$ cat config.mk
export PLATFORM = sky130hd
export DESIGN_NAME = sbpf_queue
export DESIGN_NICKNAME = d
export VERILOG_FILES = /design/src/sv/sbpf_pkg.sv /design/src/sv/sbpf_queue.sv
export VERILOG_INCLUDE_DIRS = /design/src /design/src/sv
export SDC_FILE = /design/constraint.sdc
export NUM_CORES = 1
export LEC_CHECK = 0
export ABC_AREA = 1
export BUFFER_PORTS_ARGS = -buffer_cell sky130_fd_sc_hd__buf_2
export CORE_AREA = 2 2 49 74
export CTS_CLUSTER_DIAMETER = 100
export DETAILED_ROUTE_END_ITERATION = 10
export DIE_AREA = 0 0 51 76
export PLACE_DENSITY = 0.73
export SLEW_MARGIN = 20
export SYNTH_ARGS = -nofsm -noshare
export SYNTH_HDL_FRONTEND = slang
export SYNTH_SLANG_ARGS = --single-unit
$ cat constraint.sdc
create_clock -name clk -period 1.5 [get_ports clk]
set_input_delay 0.075 -clock clk [delete_from_list [all_inputs] [get_ports clk]]
set_output_delay 0.075 -clock clk [all_outputs]
set_load 0.03 [all_outputs]
$ cat src/sv/sphere_boundary_penalty_force_assert.svh
// Assertion macros shared by the sphere boundary penalty force RTL.
// Expects clk and rst_n in the scope where a macro is used.
`ifndef SPHERE_BOUNDARY_PENALTY_FORCE_ASSERT_SVH
`define SPHERE_BOUNDARY_PENALTY_FORCE_ASSERT_SVH

// Same-cycle implication.
`define SBPF_ASSERT_NOW(lbl, pre, post) \
    lbl: assert property (@(posedge clk) disable iff (!rst_n) (pre) |-> (post)) \
        else $error("sbpf assertion failed");

// Next-cycle implication.
`define SBPF_ASSERT_NEXT(lbl, pre, post) \
    lbl: assert property (@(posedge clk) disable iff (!rst_n) (pre) |=> (post)) \
        else $error("sbpf assertion failed");

`endif

$ cat src/sv/sbpf_pkg.sv
// Shared constants, register map and width helpers for the sphere boundary
// penalty force block. No dependencies.
package sbpf_pkg;

    localparam int COORD_BITS_DEF = 32;
    localparam int FRAC_BITS_DEF  = 16;
    localparam int CENTRE_BITS    = 32;
    localparam int RADIUS_BITS    = 31;
    localparam int INV_BITS       = 32;
    localparam int OUT_BITS       = 32;
    localparam int CFG_ADDR_BITS  = 5;
    localparam int CFG_DATA_BITS  = 32;
    localparam int QUEUE_DEPTH    = 4;

    localparam logic [RADIUS_BITS-1:0] RADIUS_RESET = 31'd65536;
    localparam logic [INV_BITS-1:0]    INV_RESET    = 32'd65536;

    // clamp magnitudes: positive force, negative force
    localparam logic [OUT_BITS-1:0] SAT_POS_MAG = 32'h7FFF_FFFF;
    localparam logic [OUT_BITS-1:0] SAT_NEG_MAG = 32'h8000_0000;

    typedef enum logic [2:0] {
        REG_CENTRE_X    = 3'd0,
        REG_CENTRE_Y    = 3'd1,
        REG_CENTRE_Z    = 3'd2,
        REG_RADIUS      = 3'd3,
        REG_INV_STEP_SQ = 3'd4
    } sbpf_reg_t;

    typedef struct packed {
        logic full;
        logic empty;
    } sbpf_qstat_t;

    // magnitude of a coordinate difference
    function automatic int mag_w(int cb);
        return ((cb > CENTRE_BITS) ? cb : CENTRE_BITS) + 1;
    endfunction

    // sum of three squares
    function automatic int sum_w(int cb);
        return 2 * mag_w(cb) + 2;
    endfunction

    // integer square root of the sum
    function automatic int root_w(int cb);
        return mag_w(cb) + 1;
    endfunction

    // mag * inv_step_sq * over
    function automatic int prod_w(int cb);
        return mag_w(cb) + INV_BITS + root_w(cb);
    endfunction

    // dist << FRAC_BITS
    function automatic int den_w(int cb, int fb);
        return root_w(cb) + fb;
    endfunction

    // divider remainder
    function automatic int rem_w(int cb, int fb);
        int p;
        int d;
        p = prod_w(cb);
        d = den_w(cb, fb) + OUT_BITS;
        return (p > d) ? p : d;
    endfunction

endpackage

$ cat src/sv/sbpf_queue.sv
// Short FIFO between the front end and the force pipeline.
// Depends on sbpf_pkg and the assertion macro header.
`include "sphere_boundary_penalty_force_assert.svh"

module sbpf_queue
    import sbpf_pkg::*;
#(
    parameter int W     = 8,
    parameter int DEPTH = QUEUE_DEPTH
)
(
    input  logic         clk,
    input  logic         rst_n,
    input  logic         push,
    input  logic [W-1:0] wdata,
    input  logic         pop,
    output logic [W-1:0] rdata,
    output sbpf_qstat_t  status
);
    localparam int PW = (DEPTH > 1) ? $clog2(DEPTH) : 1;
    localparam int CW = $clog2(DEPTH + 1);

    logic [W-1:0]  mem_reg [DEPTH];
    logic [PW-1:0] wr_ptr_reg;
    logic [PW-1:0] rd_ptr_reg;
    logic [CW-1:0] count_reg;

    always_ff @(posedge clk or negedge rst_n)
    begin
        if (!rst_n)
        begin
            wr_ptr_reg <= '0;
            rd_ptr_reg <= '0;
            count_reg  <= '0;
        end
        else
        begin
            if (push)
            begin
                wr_ptr_reg <= (wr_ptr_reg == PW'(DEPTH - 1)) ? '0 : wr_ptr_reg + 1'b1;
            end
            if (pop)
            begin
                rd_ptr_reg <= (rd_ptr_reg == PW'(DEPTH - 1)) ? '0 : rd_ptr_reg + 1'b1;
            end
            if (push && !pop)
            begin
                count_reg <= count_reg + 1'b1;
            end
            else if (pop && !push)
            begin
                count_reg <= count_reg - 1'b1;
            end
        end
    end

    always_ff @(posedge clk)
    begin
        if (push)
        begin
            mem_reg[wr_ptr_reg] <= wdata;
        end
    end

    assign rdata        = mem_reg[rd_ptr_reg];
    assign status.full  = (count_reg == CW'(DEPTH));
    assign status.empty = (count_reg == '0);

    `SBPF_ASSERT_NOW(a_no_overflow, push, !status.full || pop)
    `SBPF_ASSERT_NOW(a_no_underflow, pop, !status.empty)
    `SBPF_ASSERT_NEXT(a_push_lands, push && !pop, !status.empty)
    `SBPF_ASSERT_NOW(a_count_range, 1'b1, count_reg <= CW'(DEPTH))

endmodule

# [Word-level counts from Yosys, hierarchy flattened]
# Memory sizes are Yosys's and may differ from the RTL's.
# Cells that the tools add are included.
[totals] n_memories=1 mem_bits_rw=32 input_bits=12 wordCells=23 output_inout_bits=10 regBits=7
[classes] eq_ne=3 reduce_logical=6 addsub=4 mux=6
[memory_table] memory="mem_reg" words=4 word_bits=8 read_ports=1 rd_clocked_by_memory_dff=0 write_ports=1 line_no="sbpf_queue.sv:23" text="logic [W-1:0] mem_reg [DEPTH];"
[ops] operator="3-bit two-way mux" count=2
[ops] operator="2-bit by 1-bit adder with 2-bit output, second input constant" count=2
[ops] operator="2-bit == test, second input constant" count=2
[ops] operator="2-bit two-way mux" count=2
[ops] operator="3-bit by 1-bit adder with 3-bit output, second input constant" count=1
[ops] operator="3-bit == test, second input constant" count=1
[ops] operator="3-bit zero test" count=1
[ops] operator="3-bit by 1-bit subtractor with 3-bit output, second input constant" count=1
[ops] operator="1-bit logical AND" count=2
[ops] operator="1-bit zero test" count=2
[ops] operator="1-bit two-way mux" count=2
[ops] operator="2-bit nonzero test" count=1

# [Depth between registers and ports, before layout]
[logic_depth] word_depth=4 ltp_mapped=9 depth_no_buf=9

# [Worst setup path before layout]
# OpenSTA, ideal clock, no wires.
[synth_path] path_kind="register to register" start="reg count_reg[0]" end="reg count_reg[2]" setup_time_ps=117 stages_incl_launch_ff=6 synth_period_minus_slack_ps=1200 path_buffers=0 arrival_time_ps=1083 slack_ps=300 required_time_ps=1383 cell_sequence="dfrtp_1 -> fa_1 -> nand2_1 -> nand3_1 -> nand2_1 -> nand2_1"
[synth_between] elab_chain_cells=3 elab_cells_between_ends=4 cone_classes="add/sub: 2; mux: 2"
[synth_rtl] item="start, declared" line_no="sbpf_queue.sv:26" text="logic [CW-1:0] count_reg;"
[synth_rtl] item="start signal, assigned" line_no="sbpf_queue.sv:48" text="count_reg <= count_reg + 1'b1;"
[synth_rtl] item="start signal, assigned" line_no="sbpf_queue.sv:52" text="count_reg <= count_reg - 1'b1;"
[synth_rtl] item="3-bit by 1-bit subtractor with 3-bit output" line_no="sbpf_queue.sv:52"
[synth_rtl] item="3-bit two-way mux" line_no="sbpf_queue.sv:50" text="else if (pop && !push)"
[synth_rtl] item="3-bit two-way mux (*)" line_no="sbpf_queue.sv:46" text="if (push && !pop)"
# Mark *: on every way between the ends. The rest lies on a longest branch, timed or not. The select of a mux whose other input is x is not followed.
# A chain may end at the register's enable or synchronous reset.

# [Final worst setup path]
[layout_path] start="reg rd_ptr_reg[0]" end="out rdata[4]"
[layout_between] elab_chain_cells=1
[layout_rtl] item="start, declared" line_no="sbpf_queue.sv:25" text="logic [PW-1:0] rd_ptr_reg;"
[layout_rtl] item="start signal, assigned" line_no="sbpf_queue.sv:44" text="rd_ptr_reg <= (rd_ptr_reg == PW'(DEPTH - 1)) ? '0 : rd_ptr_reg + 1'b1;"
[layout_rtl] item="memory read 4 x 8 bit"
[layout_rtl] item="end, declared" line_no="sbpf_queue.sv:17" text="output logic [W-1:0] rdata,"
# No other way between the ends.

==> metrics <==
fmax=0.7055 GHz; max FFs per register=32; Hold WC Path Type=in -> reg; H-tree depth=2; Min-Delay Endpoint=mem_reg[2][6]; die extent in y=76 microns; Iter 0 DRT Violations=15; final setup fails=0; final setup skew=2.049 ps; ANT cells=0; Setup CP Type=reg -> out; most used cell, CP=nand2_1; clock slew at reported path FFs=70 ps; Main synth FF type=edfxtp_1; reg2reg end=mem_reg[1][0]; Bufs on Longest Clock Path=2; Die Area=0.003876 sq mm; total power divided by cell area=1890 mW/mm^2; Mapped Cells=144; Num CTS Buffers=5; vias in the first global route=1078; outcome=finished, final reports clean; max_cap viols=0; EDFF count, synth=32; top-count cell post-synth=nand2_1; worst hold start=wdata[6]; CP max-delay cell=dfrtp_1; IO Count=22; reg2reg start=wr_ptr_reg[1]; Max transition margin=72.28%; tightest hold margin=9.460 ps; worst skew pair latency=280 ps; asr flop ratio synth=17.95%; area leader, netlist=edfxtp_1; Warnings, synthesis=0; Initial DRT Pass Iterations=4; max-slew violation count=0; gr ovfl total=0; routed len/inst=13.31 microns; #FFs+latches synth=39; Crit path required time=1420 ps; core area=0.003286 sq mm; P_sw=1.458 mW; crit path cell chain=inv_2 > buf_8 > nand2_1 > o211ai_1 > nand2_1 > buf_2; Internal=2.364 mW; RSZ-0062 raised after global routing=yes; Synth top area share=56.43%; initial antenna violation count=0; Seq/Total Area, Yosys=66.72%; Clock Power Share=19.5%; # port buffers=21; Max VDD drop=0.001250 V; Combinational Power Share=38.9%; residual DRC count=0; Synth area leaders=edfxtp_1, dfrtp_1, nand2_1; initial core utilization=51.83%; Slew @ Worst Pin=415.3 ps; Reg2Reg Setup Slack=180 ps; first-pass GRT wire length=4740 microns; Tmin final=1417 ps; # rows=26; Post-DRT Antenna Nets=0; mean number of vias per cell=4.946; DRT Wirelength=2941 microns; clock root buffer=clkbuf_8; worst path buffer plus inverter count=3; Tot GR Track Use=17.42%; Final nets=197; most instantiated cells after synthesis=nand2_1, edfxtp_1, inv_1; setup slack after layout=82.57 ps; largest net degree at the start of global routing=18; final HPWL from detailed placement=2080 microns; syn nets=163; Clock Sinks=39; period utilisation layout=94.50%; Synth Cell Area=0.001703 sq mm; Final Hold Viols=0; CTS tree=yes; WHS Path Cells=1; Static Leak=0.9186 nW; Worst setup EP type=primary output; share of layout cells above drive strength 1=19.55%; cell family with most CP delay=buffers and inverters; Worst Path Max Fanout=16; Flop pwr share=41.6%; Syn Area/Cell=11.83 sq um; Worst setup startpoint=rd_ptr_reg[0]; dpl ws=166.0 ps; via count=1093; startpoint types=flip-flop; post-synthesis cell type count=17; gpl congestion=0.7626; critical path data arrival time=1340 ps; synthesis-to-finish area growth=18.74%; Switching Share=38.14%; Reg2Reg Depth=4; die width=51 microns; CP peak stage delay=400 ps
[placed cells by master, fill, tap and decap left out]
cell type / instances
inv_2: 2
o211ai_1: 16
ha_1: 6
clkbuf_8: 7
buf_2: 21
nand4_1: 1
nor3_1: 2
dfrtp_1: 7
nor2_1: 1
nand2_1: 38
nand3_1: 1
buf_4: 3
edfxtp_1: 32
o21ai_0: 4
a21oi_1: 1
clkbuf_1: 1
inv_1: 27
dlygate4sd3_1: 5
xnor2_1: 1
buf_8: 2
fa_1: 1
[power groups by stage]
stage	combinational (mW)	sequential [mW]	clock, mW
after CTS	1.43	1.59	0.763
after global placement	1.35	1.60	0
after global routing	1.65	1.63	0.803
final	1.49	1.59	0.746
after floorplan	1.10	1.56	0
after detailed placement	1.42	1.62	0
[kinds of logic after synthesis]
logic type | count (synthesis) | synth area share (%)
AOI/OAI and AO/OA | 21 | 8.523
xor gates and xnor gates | 1 | 0.5144
adders and majority gates | 7 | 5.584
and+or+nand+nor | 43 | 9.846
buffers and inverters | 33 | 8.817
DFF | 39 | 66.72
[how the worst max path moves through the flow]
stage,cells after the start,to,slack (ps)
finish,6,rdata[4],80
global route,4,rdata[5],-6
CTS,6,rdata[5],70
global placement,4,mem_reg[1][0],240
floorplan,5,count_reg[2],300
detailed placement,4,mem_reg[1][4],170
[layout make-up]
cell class | count | area [sq um]
Clock buffer | 8 | 100.1
Tap cell | 42 | 52.55
Sequential cell | 39 | 1136
Timing Repair Buffer | 31 | 207.7
Inverter | 29 | 108.9
Fill cell | 263 | 1264
Multi-Input combinational cell | 72 | 416.7
[per-layer routing]
| metal | vias up | GRT usage, % | routed length, microns |
|---|---|---|---|
| met5 | - | 0 | 0 |
| met4 | 0 | 11.62 | 100 |
| met3 | 10 | 5.294 | 109 |
| met2 | 21 | 30.13 | 1607 |
| met1 | 516 | 17.01 | 1124 |
| li1 | 546 | - | - |
[metrics by stage]
| step | utilization, % | cells | TNS, ps | total power, mW | cell area [sq um] |
|---|---|---|---|---|---|
| 2_1_floorplan | - | 144 | 0 | 2.660 | 1703 |
| 3_3_place_gp | 56.05 | 206 | 0 | 2.944 | 1842 |
| 3_5_place_dp | 56.05 | 206 | 0 | 3.037 | 1842 |
| 4_1_cts | 60.02 | 217 | 0 | 3.785 | 1972 |
| 5_1_grt | 61.54 | 221 | -9.523 | 4.080 | 2022 |
| 6_report | 61.54 | 221 | 0 | 3.822 | 2022 |
[what timing repair did]
item	4_1_cts	5_1_grt
setup endpoints to repair	0	8
buffers inserted	0	2
hold buffers	3	2
gates resized for setup	0	4
endpoints found under the hold margin	15	8
Note: power is estimated with default switching activity, not from simulation.
